### config.mk
export PLATFORM = sky130hd
export DESIGN_NAME = cpu8_alu_register_execute_unit
export DESIGN_NICKNAME = d
export VERILOG_FILES = /design/src/sv/cpu8_pkg.sv /design/src/sv/cpu8_front.sv /design/src/sv/cpu8_back.sv /design/src/sv/cpu8_alu_register_execute_unit.sv
export SDC_FILE = /design/constraint.sdc
export NUM_CORES = 1
export LEC_CHECK = 0
export BUFFER_PORTS_ARGS = -buffer_cell sky130_fd_sc_hd__buf_2
export CORE_ASPECT_RATIO = 0.75
export CORE_MARGIN = 1
export CORE_UTILIZATION = 44
export CTS_CLUSTER_SIZE = 28
export DETAILED_ROUTE_END_ITERATION = 6
export SLEW_MARGIN = 25
export SYNTH_ARGS = -nofsm -noshare
export SYNTH_HDL_FRONTEND = slang
export SYNTH_SLANG_ARGS = --single-unit
### constraint.sdc
create_clock -name clk_i -period 9.1 [get_ports clk_i]
set_clock_uncertainty 0.15 [all_clocks]
set_input_delay 0.91 -clock clk_i [delete_from_list [all_inputs] [get_ports clk_i]]
set_output_delay 0.91 -clock clk_i [all_outputs]
set_load 0.01 [all_outputs]
### src/sv/cpu8_pkg.sv
// Shared types and operation codes for the 8-bit execute unit.
package cpu8_pkg;

  typedef enum logic [5:0] {
    OP_ADC = 6'd0,  OP_SBC = 6'd1,  OP_AND = 6'd2,  OP_ORA = 6'd3,
    OP_EOR = 6'd4,  OP_CMP = 6'd5,  OP_CPX = 6'd6,  OP_CPY = 6'd7,
    OP_BIT = 6'd8,  OP_LDA = 6'd9,  OP_LDX = 6'd10, OP_LDY = 6'd11,
    OP_ASL = 6'd12, OP_LSR = 6'd13, OP_ROL = 6'd14, OP_ROR = 6'd15,
    OP_INC = 6'd16, OP_DEC = 6'd17, OP_INX = 6'd18, OP_INY = 6'd19,
    OP_DEX = 6'd20, OP_DEY = 6'd21, OP_TAX = 6'd22, OP_TAY = 6'd23,
    OP_TXA = 6'd24, OP_TYA = 6'd25, OP_TSX = 6'd26, OP_TXS = 6'd27,
    OP_CLC = 6'd28, OP_CLD = 6'd29, OP_CLI = 6'd30, OP_CLV = 6'd31,
    OP_SEC = 6'd32, OP_SED = 6'd33, OP_SEI = 6'd34, OP_BCC = 6'd35,
    OP_BCS = 6'd36, OP_BEQ = 6'd37, OP_BNE = 6'd38, OP_BMI = 6'd39,
    OP_BPL = 6'd40, OP_BVC = 6'd41, OP_BVS = 6'd42, OP_JMP = 6'd43,
    OP_STA = 6'd44, OP_STX = 6'd45, OP_STY = 6'd46, OP_NOP = 6'd47
  } op_e;

  typedef enum logic [2:0] {
    CLS_ALU, CLS_RMW, CLS_REG, CLS_FLAG, CLS_BRANCH, CLS_JUMP, CLS_STORE, CLS_NONE
  } op_class_e;

  localparam int unsigned FL_C = 0;
  localparam int unsigned FL_Z = 1;
  localparam int unsigned FL_I = 2;
  localparam int unsigned FL_D = 3;
  localparam int unsigned FL_V = 6;
  localparam int unsigned FL_N = 7;

  localparam logic [7:0]  FLAGS_RESET = 8'h04;
  localparam logic [7:0]  SP_RESET    = 8'hFF;
  localparam logic [15:0] PAGE_MASK   = 16'hFF00;

  typedef struct packed {
    logic [5:0]  req_type;
    logic [7:0]  operand;
    logic [15:0] instr_address;
    logic [15:0] jump_target;
  } req_t;

  typedef struct packed {
    logic [7:0]  acc_out;
    logic [7:0]  x_out;
    logic [7:0]  y_out;
    logic [7:0]  flags_out;
    logic [7:0]  mem_value;
    logic        mem_write;
    logic [15:0] next_pc;
    logic [1:0]  extra_cycles;
  } rsp_t;

  // A decoded operation as it travels from the front end to the back end.
  typedef struct packed {
    op_e         op;
    op_class_e   cls;
    logic [7:0]  operand;
    logic [15:0] instr_address;
    logic [15:0] jump_target;
  } dec_t;

endpackage

### src/sv/cpu8_front.sv
// Front end: accepts requests, classifies them and queues them for execution.
module cpu8_front import cpu8_pkg::*; #(
  parameter int unsigned Depth = 2
) (
  input  logic clk_i,
  input  logic rst_ni,
  input  logic req_valid_i,
  output logic req_ready_o,
  input  req_t req_i,
  output logic dec_valid_o,
  input  logic dec_ready_i,
  output dec_t dec_o
);

  localparam int unsigned PtrW = (Depth > 1) ? $clog2(Depth) : 1;

  dec_t           fifo_q [Depth];
  logic [PtrW-1:0] wr_ptr_q, rd_ptr_q;
  logic [PtrW:0]   count_q;
  dec_t           dec_d;
  logic           push, pop;

  always_comb begin
    dec_d.operand       = req_i.operand;
    dec_d.instr_address = req_i.instr_address;
    dec_d.jump_target   = req_i.jump_target;
    // Codes above the defined set behave as a no-operation.
    dec_d.op = (req_i.req_type > 6'd47) ? OP_NOP : op_e'(req_i.req_type);
    case (dec_d.op) inside
      [OP_ADC:OP_LDY], [OP_INX:OP_TXS]: dec_d.cls = CLS_REG;
      [OP_ASL:OP_DEC]:                  dec_d.cls = CLS_RMW;
      [OP_CLC:OP_SEI]:                  dec_d.cls = CLS_FLAG;
      [OP_BCC:OP_BVS]:                  dec_d.cls = CLS_BRANCH;
      OP_JMP:                           dec_d.cls = CLS_JUMP;
      [OP_STA:OP_STY]:                  dec_d.cls = CLS_STORE;
      default:                          dec_d.cls = CLS_NONE;
    endcase
  end

  assign req_ready_o = (count_q != (PtrW+1)'(Depth));
  assign dec_valid_o = (count_q != '0);
  assign dec_o       = fifo_q[rd_ptr_q];
  assign push        = req_valid_i && req_ready_o;
  assign pop         = dec_valid_o && dec_ready_i;

  always_ff @(posedge clk_i) begin
    if (push) begin
      fifo_q[wr_ptr_q] <= dec_d;
    end
  end

  always_ff @(posedge clk_i or negedge rst_ni) begin
    if (!rst_ni) begin
      wr_ptr_q <= '0;
      rd_ptr_q <= '0;
      count_q  <= '0;
    end else begin
      if (push) begin
        wr_ptr_q <= (wr_ptr_q == PtrW'(Depth - 1)) ? '0 : wr_ptr_q + 1'b1;
      end
      if (pop) begin
        rd_ptr_q <= (rd_ptr_q == PtrW'(Depth - 1)) ? '0 : rd_ptr_q + 1'b1;
      end
      count_q <= count_q + (PtrW+1)'(push) - (PtrW+1)'(pop);
    end
  end

endmodule

### src/sv/cpu8_back.sv
// Back end: executes decoded operations, holds the registers and the result.
module cpu8_back import cpu8_pkg::*; (
  input  logic clk_i,
  input  logic rst_ni,
  input  logic dec_valid_i,
  output logic dec_ready_o,
  input  dec_t dec_i,
  output logic rsp_valid_o,
  input  logic rsp_ready_i,
  output rsp_t rsp_o
);

  logic [7:0] a_q, x_q, y_q, p_q, sp_q;
  logic [7:0] a_d, x_d, y_d, p_d, sp_d;
  logic       rsp_valid_q;
  rsp_t       rsp_q, rsp_d;
  logic       fire;

  assign dec_ready_o = !rsp_valid_q || rsp_ready_i;
  assign fire        = dec_valid_i && dec_ready_o;
  assign rsp_valid_o = rsp_valid_q;
  assign rsp_o       = rsp_q;

  always_comb begin
    logic [7:0] m, r;
    logic [8:0] bin, diff;
    logic [4:0] lo, hi;
    logic [5:0] dlo, dhi;
    logic       c, brw, take;
    logic [15:0] tgt;

    m    = dec_i.operand;
    c    = p_q[FL_C];
    a_d  = a_q;
    x_d  = x_q;
    y_d  = y_q;
    p_d  = p_q;
    sp_d = sp_q;
    r    = '0;
    take = 1'b0;
    bin  = '0;
    diff = '0;
    lo   = '0;
    hi   = '0;
    dlo  = '0;
    dhi  = '0;
    brw  = 1'b0;
    rsp_d.mem_value    = '0;
    rsp_d.mem_write    = 1'b0;
    rsp_d.next_pc      = dec_i.instr_address;
    rsp_d.extra_cycles = 2'd0;

    case (dec_i.op)
      OP_ADC: begin
        bin = {1'b0, a_q} + {1'b0, m} + {8'd0, c};
        if (p_q[FL_D]) begin
          // Digit sums can exceed five bits once the +6 adjust is added.
          dlo = {2'b0, a_q[3:0]} + {2'b0, m[3:0]} + {5'd0, c};
          if (dlo > 6'd9) dlo = dlo + 6'd6;
          dhi = {2'b0, a_q[7:4]} + {2'b0, m[7:4]} + {5'd0, (dlo > 6'd15)};
          p_d[FL_Z] = (bin[7:0] == 8'd0);
          p_d[FL_N] = dhi[3];
          p_d[FL_V] = ~(a_q[7] ^ m[7]) & (a_q[7] ^ dhi[3]);
          if (dhi > 6'd9) dhi = dhi + 6'd6;
          p_d[FL_C] = (dhi > 6'd15);
          a_d = {dhi[3:0], dlo[3:0]};
        end else begin
          p_d[FL_N] = bin[7];
          p_d[FL_Z] = (bin[7:0] == 8'd0);
          p_d[FL_V] = ~(a_q[7] ^ m[7]) & (a_q[7] ^ bin[7]);
          p_d[FL_C] = bin[8];
          a_d = bin[7:0];
        end
      end
      OP_SBC: begin
        diff = {1'b0, a_q} - {1'b0, m} - {8'd0, ~c};
        p_d[FL_N] = diff[7];
        p_d[FL_Z] = (diff[7:0] == 8'd0);
        p_d[FL_V] = (a_q[7] ^ m[7]) & (a_q[7] ^ diff[7]);
        p_d[FL_C] = ~diff[8];
        if (p_q[FL_D]) begin
          lo  = {1'b0, a_q[3:0]} - {1'b0, m[3:0]} - {4'd0, ~c};
          brw = lo[4];
          if (brw) lo = lo - 5'd6;
          hi = {1'b0, a_q[7:4]} - {1'b0, m[7:4]} - {4'd0, brw};
          if (hi[4]) hi = hi - 5'd6;
          a_d = {hi[3:0], lo[3:0]};
        end else begin
          a_d = diff[7:0];
        end
      end
      OP_AND: begin a_d = a_q & m; r = a_d; end
      OP_ORA: begin a_d = a_q | m; r = a_d; end
      OP_EOR: begin a_d = a_q ^ m; r = a_d; end
      OP_CMP, OP_CPX, OP_CPY: begin
        r = (dec_i.op == OP_CMP) ? a_q : ((dec_i.op == OP_CPX) ? x_q : y_q);
        diff = {1'b0, r} - {1'b0, m};
        p_d[FL_C] = ~diff[8];
        r = diff[7:0];
      end
      OP_BIT: begin
        p_d[FL_Z] = ((a_q & m) == 8'd0);
        p_d[FL_N] = m[7];
        p_d[FL_V] = m[6];
      end
      OP_LDA: begin a_d = m; r = m; end
      OP_LDX: begin x_d = m; r = m; end
      OP_LDY: begin y_d = m; r = m; end
      OP_ASL: begin r = {m[6:0], 1'b0}; p_d[FL_C] = m[7]; end
      OP_LSR: begin r = {1'b0, m[7:1]}; p_d[FL_C] = m[0]; end
      OP_ROL: begin r = {m[6:0], c};    p_d[FL_C] = m[7]; end
      OP_ROR: begin r = {c, m[7:1]};    p_d[FL_C] = m[0]; end
      OP_INC: r = m + 8'd1;
      OP_DEC: r = m - 8'd1;
      OP_INX: begin x_d = x_q + 8'd1; r = x_d; end
      OP_INY: begin y_d = y_q + 8'd1; r = y_d; end
      OP_DEX: begin x_d = x_q - 8'd1; r = x_d; end
      OP_DEY: begin y_d = y_q - 8'd1; r = y_d; end
      OP_TAX: begin x_d = a_q; r = a_q; end
      OP_TAY: begin y_d = a_q; r = a_q; end
      OP_TXA: begin a_d = x_q; r = x_q; end
      OP_TYA: begin a_d = y_q; r = y_q; end
      OP_TSX: begin x_d = sp_q; r = sp_q; end
      OP_TXS: sp_d = x_q;
      OP_CLC: p_d[FL_C] = 1'b0;
      OP_CLD: p_d[FL_D] = 1'b0;
      OP_CLI: p_d[FL_I] = 1'b0;
      OP_CLV: p_d[FL_V] = 1'b0;
      OP_SEC: p_d[FL_C] = 1'b1;
      OP_SED: p_d[FL_D] = 1'b1;
      OP_SEI: p_d[FL_I] = 1'b1;
      OP_BCC: take = ~p_q[FL_C];
      OP_BCS: take = p_q[FL_C];
      OP_BEQ: take = p_q[FL_Z];
      OP_BNE: take = ~p_q[FL_Z];
      OP_BMI: take = p_q[FL_N];
      OP_BPL: take = ~p_q[FL_N];
      OP_BVC: take = ~p_q[FL_V];
      OP_BVS: take = p_q[FL_V];
      OP_JMP: rsp_d.next_pc = dec_i.jump_target;
      OP_STA: begin rsp_d.mem_value = a_q; rsp_d.mem_write = 1'b1; end
      OP_STX: begin rsp_d.mem_value = x_q; rsp_d.mem_write = 1'b1; end
      OP_STY: begin rsp_d.mem_value = y_q; rsp_d.mem_write = 1'b1; end
      default: ;
    endcase

    // Logic, loads, compares, shifts, rotates, increments, decrements and transfers other than TXS set N and Z from r.
    if (dec_i.cls == CLS_RMW ||
        (dec_i.cls == CLS_REG && dec_i.op != OP_ADC && dec_i.op != OP_SBC &&
         dec_i.op != OP_BIT && dec_i.op != OP_TXS)) begin
      p_d[FL_N] = r[7];
      p_d[FL_Z] = (r == 8'd0);
    end
    if (dec_i.cls == CLS_RMW) begin
      rsp_d.mem_value = r;
      rsp_d.mem_write = 1'b1;
    end

    tgt = dec_i.instr_address + {{8{m[7]}}, m};
    if (dec_i.cls == CLS_BRANCH && take) begin
      rsp_d.next_pc = tgt;
      rsp_d.extra_cycles =
        ((tgt & PAGE_MASK) != (dec_i.instr_address & PAGE_MASK)) ? 2'd2 : 2'd1;
    end

    rsp_d.acc_out   = a_d;
    rsp_d.x_out     = x_d;
    rsp_d.y_out     = y_d;
    rsp_d.flags_out = p_d;
  end

  always_ff @(posedge clk_i) begin
    if (fire) begin
      rsp_q <= rsp_d;
    end
  end

  always_ff @(posedge clk_i or negedge rst_ni) begin
    if (!rst_ni) begin
      a_q         <= '0;
      x_q         <= '0;
      y_q         <= '0;
      p_q         <= FLAGS_RESET;
      sp_q        <= SP_RESET;
      rsp_valid_q <= 1'b0;
    end else begin
      if (fire) begin
        a_q  <= a_d;
        x_q  <= x_d;
        y_q  <= y_d;
        p_q  <= p_d;
        sp_q <= sp_d;
      end
      if (fire) begin
        rsp_valid_q <= 1'b1;
      end else if (rsp_ready_i) begin
        rsp_valid_q <= 1'b0;
      end
    end
  end

endmodule

### src/sv/cpu8_alu_register_execute_unit.sv
// Top level of the 8-bit execute unit: request queue plus execution stage.
// Requests arrive on req_valid_i/req_ready_o with a req_t beat holding the
// operation code, operand byte, instruction address and jump target. Each
// request yields exactly one rsp_t beat on rsp_valid_o/rsp_ready_i with the
// registers, flags, memory write-back byte and strobe, next PC and the
// branch penalty cycles.
// A beat enters a small queue on acceptance and is executed when it reaches
// the head; it passes through the queue register and then the result
// register before it appears on rsp_o. One beat per cycle is sustained while
// the receiver keeps rsp_ready_i high: the execution stage computes A, X, Y,
// P and S combinationally from their registers, and its result register is
// reloaded in the same cycle it is read out.
// Reset clears A, X and Y, sets the flags to the interrupt mask alone, sets
// the stack pointer to 0xFF and empties the queue and result register.
// When the receiver stalls the result holds; the queue then fills and
// req_ready_o drops once QueueDepth beats are waiting.
module cpu8_alu_register_execute_unit import cpu8_pkg::*; #(
  parameter int unsigned QueueDepth = 2
) (
  input  logic clk_i,
  input  logic rst_ni,
  input  logic req_valid_i,
  output logic req_ready_o,
  input  req_t req_i,
  output logic rsp_valid_o,
  input  logic rsp_ready_i,
  output rsp_t rsp_o
);

  logic dec_valid, dec_ready;
  dec_t dec;

  cpu8_front #(.Depth(QueueDepth)) u_front (
    .clk_i, .rst_ni,
    .req_valid_i, .req_ready_o, .req_i,
    .dec_valid_o(dec_valid), .dec_ready_i(dec_ready), .dec_o(dec)
  );

  cpu8_back u_back (
    .clk_i, .rst_ni,
    .dec_valid_i(dec_valid), .dec_ready_o(dec_ready), .dec_i(dec),
    .rsp_valid_o, .rsp_ready_i, .rsp_o
  );

endmodule

==> flow_summary_export.csv, run 1 <==
group,metric,value,unit
status,status,"complete, no violations",
power_and_ir_drop,swShare,50.3,%
clock_tree,cts_sinks,198,
place,dpl.hpwl,36.2,mm
die,fp-row-count,57,
worst_setup_path,reg2reg_to,"u_back.rsp_o[58]",
timing,fin_crit,6.50,ns
die,die_area,33500,um2
grt,grt_max_degree,54,
worst_hold_path,hold_path.class,"reg2reg",
clock_tree,cts_made_buffers,17,
worst_setup_path,path_max_fanout,53,
clock_tree,cts_tree,"done",
timing,maxSlewViolCount,0,
synth,synth_flop_cell,"edfxtp_1",
place,place_ws,2.63,ns
drt,viasPerCell,6.29,
timing,rsz0062_at_grt,"false",
worst_setup_path,cp.arrival,6.58,ns
worst_setup_path,crit_path_frequent_cell,"ha_1",
die,die_y,159,um
synth,synth_cells,1414,
synth,synth_area,14400,um2
worst_setup_path,critPathBufInv,4,
clock_tree,clock_latency,0.47,ns
clock_tree,cts_hold_buf,0,
synth,synth-seq-cells,198,
drt,route.detailed.drc,0,
worst_setup_path,r2r-start,"u_front.rd_ptr_q",
synth,ys_seq_area_share,39.8,%
drt,firstDrtPassIters,7,
cells_and_area,nets,1636,
grt,grt_pass1_vias,11500,
power_and_ir_drop,power_density,443,nW/um2
timing,worstMarginPinSlew,0.949,ns
power_and_ir_drop,p_clk_share,11.0,%
timing,maxSlewHeadroom,36.4,%
cells_and_area,fillers,3026,
worst_setup_path,crit_family,"adder cells",
worst_setup_path,critPathSlowestCell,"dfrtp_4",
job,maxCapViolations,0,
timing,final.setup.tns,0,ns
place,place_congestion,1.02,
timing,setup_viol,0,
power_and_ir_drop,seq_power_share,24.3,%
worst_setup_path,worstRegToRegCells,24,
cells_and_area,layout-drive-gt1-share,18.8,%
worst_setup_path,r2r_slack,2.60,ns
power_and_ir_drop,intPower,3.51,mW
clock_tree,post_cts_buffers,0,
drt,drtIter0Drc,1318,
worst_hold_path,min_to,"u_back.rsp_valid_o",
synth,ys_types,109,
drt,dr_total_vias,12300,
drt,ant_nets,0,
worst_setup_path,max_stage_delay,0.88,ns
drt,routed_wl,48.6,mm
worst_setup_path,cp.required,9.18,ns
clock_tree,clockBufferDepth,2,
die,start_util,44.6,%
synth,async_reset_ff_share,21.7,%
clock_tree,clock-root-buffer,"clkbuf_16",
timing,finalCritPeriodShare,71.5,%
synth,synth-edff-count,155,
die,dieWidth,211,um
timing,hold_viol,0,
worst_setup_path,start_kind,"register",
grt,antenna_found_initial,2,
power_and_ir_drop,p_comb_share,64.6,%
die,fp.coreArea,32300,um2
grt,grtUsageTotal,29.1,%
clock_tree,htreeDepth,4,
power_and_ir_drop,vdd_drop_max,273,uV
timing,worst_slack,2.60,ns
die,ios,111,
worst_setup_path,criticalPathCategory,"reg2reg",
worst_hold_path,min_from,"u_front.count_q[0]",
place,port_buffers,108,
synth,syn_avg_cell_area,10.2,um2
power_and_ir_drop,p_leak,6.19,nW
worst_setup_path,crit_chain,"mux2i_2 > inv_2 > ha_1 > inv_1 > fa_1 > inv_1 > ha_1 > xor3_1 > nand2_1 > nand2_1 > nor3_1 > a31oi_1 > o21ai_0 > a21oi_1 > ha_1 > ha_1 > inv_1 > nand3_1 > nor3_1 > a221o_1 > a21oi_1 > mux2_2 > a21boi_1 > a21oi_1",
synth,yosys_warnings,0,
grt,grt_pass1_wl,72.9,mm
timing,holdWs,0.355,ns
clock_tree,path_clk_slew,0.09,ns
power_and_ir_drop,switchingPower,3.56,mW
cells_and_area,synthToLayoutAreaGrowth,10.6,%
worst_setup_path,cp-end-kind,"register",
drt,routedWlPerCell,24.9,um
grt,grt_overflow_total,0,
timing,fmax,154,MHz
clock_tree,cts_resized,0,
worst_hold_path,min_delay_path_depth,2,
## synthesized netlist by cell type, types with 11 or more instances
| cell type | instances | area share, % |
|---|---|---|
| ha_1 | 76 | 6.6 |
| o211ai_1 | 15 | 0.78 |
| a22oi_1 | 15 | 0.78 |
| buf_2 | 16 | 0.56 |
| nand2_1 | 104 | 2.7 |
| a222oi_1 | 15 | 1.0 |
| xor2_1 | 21 | 1.3 |
| nor3_1 | 31 | 1.1 |
| nor4_1 | 11 | 0.48 |
| a221oi_1 | 17 | 1.0 |
| mux2i_1 | 42 | 2.9 |
| nand2b_1 | 11 | 0.48 |
| fa_1 | 11 | 1.5 |
| and2_1 | 16 | 0.69 |
| a21oi_1 | 72 | 2.5 |
| dfrtp_1 | 34 | 5.9 |
| a21o_1 | 13 | 0.68 |
| nor2b_1 | 11 | 0.48 |
| o22ai_1 | 21 | 0.91 |
| nand3_1 | 33 | 1.1 |
| inv_1 | 69 | 1.8 |
| or3_1 | 13 | 0.56 |
| nor2_1 | 92 | 2.4 |
| mux2_2 | 58 | 4.5 |
| and3_1 | 16 | 0.69 |
| edfxtp_1 | 155 | 32 |
| o21ai_0 | 67 | 2.3 |
| a31oi_1 | 16 | 0.69 |
| a211oi_1 | 19 | 0.99 |
| clkbuf_1 | 35 | 0.91 |
| xnor2_1 | 33 | 2.0 |
| o21a_1 | 18 | 0.94 |
## cells in the final DEF, fill, tap and decap left out, types with 9 or more instances in the layout
cell type and n:
mux2i_1 41, dfstp_2 9, fa_1 11, xnor2_1 33
mux2_2 58, a31oi_1 16, ha_1 76, and3_1 15
xor2_1 21, nand4_1 9, buf_2 108, nand2b_1 11
o31ai_1 10, nor3_1 31, or3_1 13, nor2_1 91
buf_4 25, inv_1 69, clkbuf_16 17, a211oi_1 19
and2_1 16, a22oi_1 15, nor4_1 11, nand3_1 33
a221oi_1 17, a222oi_1 15, nor2b_1 11, nand2_1 104
a21o_1 13, o21ai_0 67, o211ai_1 15, o21a_1 18
o22ai_1 21, dfrtp_1 33, edfxtp_1 155, a21oi_1 72
o21ai_1 10
## state kept, by name (all words and copies together) (netlist names)
name	flops
u_back.y_q	8
u_back.rsp_valid_o	1
u_back.p_q	6
u_back.x_q	8
u_front.count_q	2
u_back.rsp_o	57
u_front.wr_ptr_q	1
u_back.sp_q	8
u_front.fifo_q	98
u_front.rd_ptr_q	1
u_back.a_q	8
## worst max-delay path by stage
stage	startpoint	end	cells past startpoint
3_3_place_gp	u_front.rd_ptr_q	u_back.rsp_o[58]	24
5_1_grt	u_front.rd_ptr_q	u_back.rsp_o[58]	24
3_5_place_dp	u_front.rd_ptr_q	u_back.rsp_o[58]	24
4_1_cts	u_front.rd_ptr_q	u_back.rsp_o[58]	24
6_report	u_front.rd_ptr_q	u_back.rsp_o[58]	24
2_1_floorplan	u_front.rd_ptr_q	u_back.a_q[7]	24
## through the flow
| stage | instances | total power [mW] | instance area (um2) | utilization, % |
|---|---|---|---|---|
| after detailed placement | 1922 | 6.17 | 15300 | 47.5 |
| after global routing | 1954 | 7.55 | 15900 | 49.4 |
| after global placement | 1922 | 6.15 | 15300 | 47.5 |
| after CTS | 1954 | 6.98 | 15900 | 49.4 |
| after floorplan | 1415 | 4.86 | 14400 | - |
| final | 1956 | 7.07 | 16000 | 49.4 |
## routing by layer
metal	share of wire, %	wire (um)	global-route usage [%]	vias to the layer above
met5	0	0	0	-
met4	2.3	1120	9.06	0
met3	11	5230	8.21	81
met2	40	19400	38.5	646
met1	47	22900	44.9	5971
li1	-	-	-	5601
## layout make-up
cell class              instances  area, um2  area share [%]
inverters                      72        273            1.71
clock buffers                  17        425            2.67
multi-input cells            1077       8050            50.5
well taps                     442        553            3.47
clock inverters                15        174            1.09
diodes                          2       5.00          0.0314
repair buffers                133        728            4.56
flip-flops and latches        198       5750            36.0
## kinds of logic after synthesis
kind of cell / after synthesis / share of synthesized area, %
AOI/OAI and AO/OA: 397 / 19.2
xor gates and xnor gates: 60 / 4.18
adders and majority gates: 87 / 8.12
buffers and inverters: 140 / 4.47
DFF: 198 / 39.8
muxes: 111 / 8.62
other: 1 / 0.0260
and+or+nand+nor: 420 / 15.5
## power by group through the flow
stage	clock, mW	combinational [mW]	sequential (mW)
final	0.781	4.57	1.72
after global routing	0.826	4.97	1.75
after CTS	0.796	4.47	1.71
after detailed placement	0	4.44	1.73
after global placement	0	4.42	1.73
after floorplan	0	3.26	1.60
## worst min-delay path: stages, from the launching register on
cell,delay (ns)
dfrtp_1,0.37
nor2_1,0.05
nand2_1,0.06
(Power assumes the default switching activity.)
==> run 2: changes to the inputs <==
==> constraint.sdc (replaced) <==
create_clock -name clk_i -period 6.7 [get_ports clk_i]
set_clock_uncertainty 0.15 [all_clocks]
set_input_delay 0.67 -clock clk_i [delete_from_list [all_inputs] [get_ports clk_i]]
set_output_delay 0.67 -clock clk_i [all_outputs]
set_load 0.01 [all_outputs]
==> run 2 against run 1 <==
  * The flow now finishes with violations (DRC)
  * First-iteration DRC count is 18% higher
  * Final area grew 0.61%
  * Non-clock buffer count increased by 7
  * Critical path type unchanged
  * Cell count up 0.26%
  * Utilization up 0.30 points
  * Worst hold slack lost 0.19 ns
  * Largest cell class unchanged
  * Total power grew 37%
  * Critical path depth grew 1
  * Global-route usage increased by 0.48 points
  * Sequential share of layout area fell by 0.22 points
==> flow_summary_export.csv, run 2 (synthesis results as in run 1) <==
group,metric,value,unit
cells_and_area,multi_input_area,8050,um2
worst_setup_path,start_kind,"register",
worst_setup_path,cp.arrival,6.09,ns
power_and_ir_drop,switchingPower,4.88,mW
clock_tree,clock_latency,0.47,ns
drt,ant_nets,0,
timing,final.setup.tns,0,ns
timing,maxSlewViolCount,0,
grt,grt_max_degree,71,
power_and_ir_drop,vdd_drop_max,459,uV
clock_tree,clockBufferDepth,2,
drt,firstDrtPassIters,7,
grt,antenna_found_initial,1,
drt,dr_total_vias,12400,
place,port_buffers,108,
clock_tree,cts_hold_buf,0,
die,fp-row-count,57,
job,maxCapViolations,0,
grt,grt_pass1_vias,11500,
power_and_ir_drop,seq_power_share,23.8,%
worst_setup_path,cp.required,6.77,ns
cells_and_area,final_cell_mix,"155 x edfxtp_1, 108 x buf_2, 104 x nand2_1",
timing,rsz0062_at_grt,"false",
timing,worstMarginPinSlew,0.925,ns
worst_setup_path,r2r-start,"u_front.rd_ptr_q",
die,dieWidth,211,um
grt,grt_pass1_wl,74.0,mm
clock_tree,htreeDepth,4,
timing,holdWs,0.168,ns
cells_and_area,nets,1643,
cells_and_area,layout_commonest_cell,"edfxtp_1",
clock_tree,cts_sinks,198,
clock_tree,cts_tree,"done",
timing,fmax,166,MHz
worst_hold_path,hold_path.class,"in2async",
power_and_ir_drop,finalPower,9.69,mW
drt,viasPerCell,6.33,
worst_setup_path,reg2reg_to,"u_back.rsp_o[58]",
grt,grt_overflow_total,0,
worst_setup_path,crit_family,"adder cells",
cells_and_area,fillers,3035,
cells_and_area,regMostFlops,"u_front.fifo_q",
drt,routedWlPerCell,25.1,um
worst_setup_path,cp-end-kind,"register",
die,start_util,44.6,%
die,die_y,159,um
clock_tree,clock-root-buffer,"clkbuf_16",
cells_and_area,antenna_cells,0,
clock_tree,path_clk_slew,0.09,ns
clock_tree,cts_made_buffers,17,
grt,grtUsageTotal,29.6,%
clock_tree,cts_resized,0,
cells_and_area,fin_util,49.7,%
worst_setup_path,criticalPathCategory,"reg2reg",
power_and_ir_drop,swShare,50.4,%
status,violations,"DRC",
drt,drtIter0Drc,1557,
timing,finalCritPeriodShare,89.8,%
status,status,"finished, violations left",
timing,hold_viol,0,
die,fp.coreArea,32300,um2
die,ios,111,
place,dpl.hpwl,36.7,mm
power_and_ir_drop,intPower,4.81,mW
drt,route.detailed.drc,10,
worst_setup_path,r2r_slack,0.69,ns
power_and_ir_drop,power_density,604,nW/um2
clock_tree,post_cts_buffers,0,
power_and_ir_drop,p_clk_share,11.3,%
power_and_ir_drop,p_leak,6.24,nW
timing,maxSlewHeadroom,38.3,%
worst_setup_path,worstRegToRegCells,25,
timing,setup_viol,0,
cells_and_area,largest_reg_flops,98,
worst_setup_path,critPathSlowestCell,"dfrtp_4",
cells_and_area,seq_area,5750,um2
worst_setup_path,max_stage_delay,0.66,ns
die,die_area,33500,um2
cells_and_area,layout-drive-gt1-share,19.2,%
drt,routed_wl,49.2,mm
worst_setup_path,critPathBufInv,5,
cells_and_area,synthToLayoutAreaGrowth,11.3,%
worst_setup_path,crit_path_frequent_cell,"ha_1",
place,place_congestion,1.01,
power_and_ir_drop,p_comb_share,64.9,%
worst_setup_path,path_max_fanout,25,
timing,fin_crit,6.01,ns
worst_setup_path,cp-startpoint,"u_front.rd_ptr_q",
[run 2: cell types whose count changed in the layout (fill, tap and decap cells not counted), sizes merged]
cell	before	now
buf	133	140
clkinv	4	7
inv	83	80
diode	2	0
[run 2: how the worst max path moves through the flow]
stage | end | slack [ns] | cells past startpoint
floorplan | u_back.a_q[7] | 0.98 | 24
CTS | u_back.rsp_o[58] | 0.71 | 25
global route | u_back.rsp_o[58] | 0.35 | 25
detailed placement | u_back.rsp_o[58] | 0.73 | 25
finish | u_back.rsp_o[58] | 0.69 | 25
global placement | u_back.rsp_o[58] | 0.87 | 25
[run 2: metal layers]
| metal | global-route usage (%) | part of all wire (%) |
|---|---|---|
| met1 | 45.0 | 47 |
| met2 | 40.6 | 41 |
| met3 | 8.39 | 10 |
| met4 | 7.61 | 2.0 |
| met5 | 0 | 0 |
[run 2: area by class of cell]
cell class | instances | area share [%]
clock buffers | 17 | 2.65
clock inverters | 15 | 1.32
inverters | 72 | 1.70
multi-input cells | 1077 | 50.2
flip-flops and latches | 198 | 35.8
well taps | 442 | 3.45
repair buffers | 140 | 4.94
[run 2: per-stage QoR]
stage	cell area, um2	worst slack (ns)	std cells
2_1_floorplan	14400	0.979	1415
3_3_place_gp	15400	0.872	1929
3_5_place_dp	15400	0.733	1929
4_1_cts	16100	0.713	1961
5_1_grt	16100	0.351	1961
6_report	16100	0.685	1961
[run 2: power by group through the flow]
stage	sequential, mW	combinational, mW	clock (mW)
6_report	2.31	6.29	1.09
3_3_place_gp	2.31	6.10	0
5_1_grt	2.34	6.83	1.16
3_5_place_dp	2.31	6.14	0
2_1_floorplan	2.18	4.42	0
4_1_cts	2.29	6.17	1.12
==> run 3: changes to the inputs <==
--- a/config.mk
+++ b/config.mk
@@ -9,8 +9,9 @@
 export CORE_ASPECT_RATIO = 0.75
 export CORE_MARGIN = 1
 export CORE_UTILIZATION = 44
-export CTS_CLUSTER_SIZE = 28
+export CTS_CLUSTER_SIZE = 30
 export DETAILED_ROUTE_END_ITERATION = 6
+export RECOVER_POWER = 50
 export SLEW_MARGIN = 25
 export SYNTH_ARGS = -nofsm -noshare
 export SYNTH_HDL_FRONTEND = slang
==> run 3 against run 2 <==
  * Critical path depth unchanged
  * Non-clock buffer count unchanged
  * First-iteration DRC count increased by 1.1%
  * Critical endpoint is now u_back.a_q[7]
  * The run ends with DRC, capacitance limit, slew limit left
  * Setup slack got worse by 0.0070 ns
==> flow_summary_export.csv, run 3 (synthesis results as in run 1) <==
group,metric,value,unit
worst_setup_path,max_stage_delay,0.66,ns
timing,maxSlewHeadroom,-106,%
grt,antenna_found_initial,1,
power_and_ir_drop,intPower,4.78,mW
timing,holdWs,0.230,ns
die,fp-row-count,57,
cells_and_area,synthToLayoutAreaGrowth,10.5,%
die,ios,111,
drt,route.detailed.drc,3,
worst_hold_path,min_to,"u_front.fifo_q[0][2]",
clock_tree,cts_made_buffers,17,
clock_tree,clock_latency,0.47,ns
power_and_ir_drop,vdd_drop_max,465,uV
timing,worstMarginPinSlew,3.10,ns
clock_tree,cts_hold_buf,0,
power_and_ir_drop,seq_power_share,24.0,%
clock_tree,cts_resized,0,
grt,grt_util_met2,40.6,%
die,die_area,33500,um2
cells_and_area,regMostFlops,"u_front.fifo_q",
grt,grt_pass1_wl,74.0,mm
drt,firstDrtPassIters,7,
status,status,"finished, violations left",
clock_tree,cts_sinks,198,
worst_setup_path,cp.required,6.82,ns
worst_setup_path,reg2reg_to,"u_back.a_q[7]",
clock_tree,post_cts_buffers,0,
clock_tree,clock-root-buffer,"clkbuf_16",
grt,grtUsageTotal,29.6,%
worst_setup_path,start_kind,"register",
grt,grt_overflow_total,0,
clock_tree,clockBufferDepth,2,
job,maxCapViolations,3,
timing,rsz0062_at_grt,"false",
grt,busiest_layer,"met1",
drt,routed_wl,49.1,mm
cells_and_area,layout-drive-gt1-share,13.7,%
power_and_ir_drop,power_density,606,nW/um2
worst_hold_path,min_from,"req_i[2]",
clock_tree,cts_tree,"done",
power_and_ir_drop,switchingPower,4.88,mW
grt,use_met1,45.0,%
power_and_ir_drop,p_comb_share,64.6,%
timing,fmax,166,MHz
worst_setup_path,critPathBufInv,5,
drt,dr_total_vias,12300,
drt,drtIter0Drc,1574,
cells_and_area,largest_reg_flops,98,
place,place_congestion,1.01,
worst_setup_path,crit_family,"adder cells",
worst_setup_path,r2r-start,"u_front.rd_ptr_q",
cells_and_area,layout_commonest_cell,"edfxtp_1",
cells_and_area,fillers,3092,
power_and_ir_drop,p_clk_share,11.3,%
timing,final.setup.tns,0,ns
grt,met3_usage,8.39,%
drt,viasPerCell,6.29,
worst_setup_path,r2r_slack,0.68,ns
worst_setup_path,critPathSlowestCell,"dfrtp_4",
cells_and_area,nets,1643,
worst_setup_path,path_max_fanout,25,
clock_tree,path_clk_slew,0.09,ns
cells_and_area,antenna_cells,0,
die,fp.coreArea,32300,um2
worst_setup_path,worstRegToRegCells,25,
power_and_ir_drop,p_leak,5.99,nW
die,start_util,44.6,%
die,dieWidth,211,um
worst_setup_path,criticalPathCategory,"reg2reg",
cells_and_area,final_cell_mix,"155 x edfxtp_1, 104 x nand2_1, 91 x nor2_1",
worst_setup_path,cp-end-kind,"register",
timing,setup_viol,0,
timing,maxSlewViolCount,147,
worst_hold_path,hold_path.class,"in2reg",
grt,grt_pass1_vias,11500,
die,die_y,159,um
timing,hold_viol,0,
grt,grt_max_degree,71,
status,violations,"DRC, capacitance limit, slew limit",
worst_setup_path,cp.arrival,6.14,ns
place,dpl.hpwl,36.7,mm
timing,fin_crit,6.02,ns
power_and_ir_drop,swShare,50.6,%
timing,finalCritPeriodShare,89.9,%
clock_tree,htreeDepth,4,
worst_setup_path,crit_path_frequent_cell,"ha_1",
drt,ant_nets,0,
drt,routedWlPerCell,25.0,um
worst_hold_path,min_delay_path_depth,1,
place,port_buffers,108,
## run 3: final cells by class
cell class | instances | area [um2] | area share, %
clock buffer | 17 | 425 | 2.67
inverter | 72 | 272 | 1.70
clock inverter | 15 | 211 | 1.33
multi-input combinational | 1077 | 8050 | 50.5
timing repair buffer | 140 | 681 | 4.27
sequential | 198 | 5750 | 36.0
tap | 442 | 553 | 3.47
## run 3: worst max path at each step
stage                startpoint               end  slack (ns)  cells after the start
2_1_floorplan  u_front.rd_ptr_q     u_back.a_q[7]        0.98                     24
3_3_place_gp   u_front.rd_ptr_q  u_back.rsp_o[58]        0.87                     25
3_5_place_dp   u_front.rd_ptr_q  u_back.rsp_o[58]        0.73                     25
4_1_cts        u_front.rd_ptr_q  u_back.rsp_o[58]        0.71                     25
5_1_grt        u_front.rd_ptr_q     u_back.a_q[7]        0.32                     25
6_report       u_front.rd_ptr_q     u_back.a_q[7]        0.68                     25
## run 3: routing by layer
layer	up-vias	routed length, um
met4	0	981
li1	5618	-
met1	6018	23000
met5	-	0
met2	631	20000
met3	71	5130
## run 3: power groups by stage
stage	clock network, mW	registers (mW)	logic (mW)
after floorplan	0	2.18	4.42
after global routing	1.16	2.36	6.79
final	1.09	2.32	6.24
after detailed placement	0	2.31	6.14
after global placement	0	2.31	6.10
after CTS	1.12	2.29	6.17
## run 3: through the flow
step | setup slack [ns] | instances | util, % | power, mW | cell area (um2)
detailed placement | 0.733 | 1929 | 47.7 | 8.45 | 15400
global placement | 0.872 | 1929 | 47.7 | 8.41 | 15400
floorplan | 0.979 | 1415 | - | 6.60 | 14400
finish | 0.678 | 1961 | 49.3 | 9.66 | 15900
global route | 0.319 | 1961 | 49.3 | 10.3 | 15900
CTS | 0.713 | 1961 | 49.7 | 9.58 | 16100
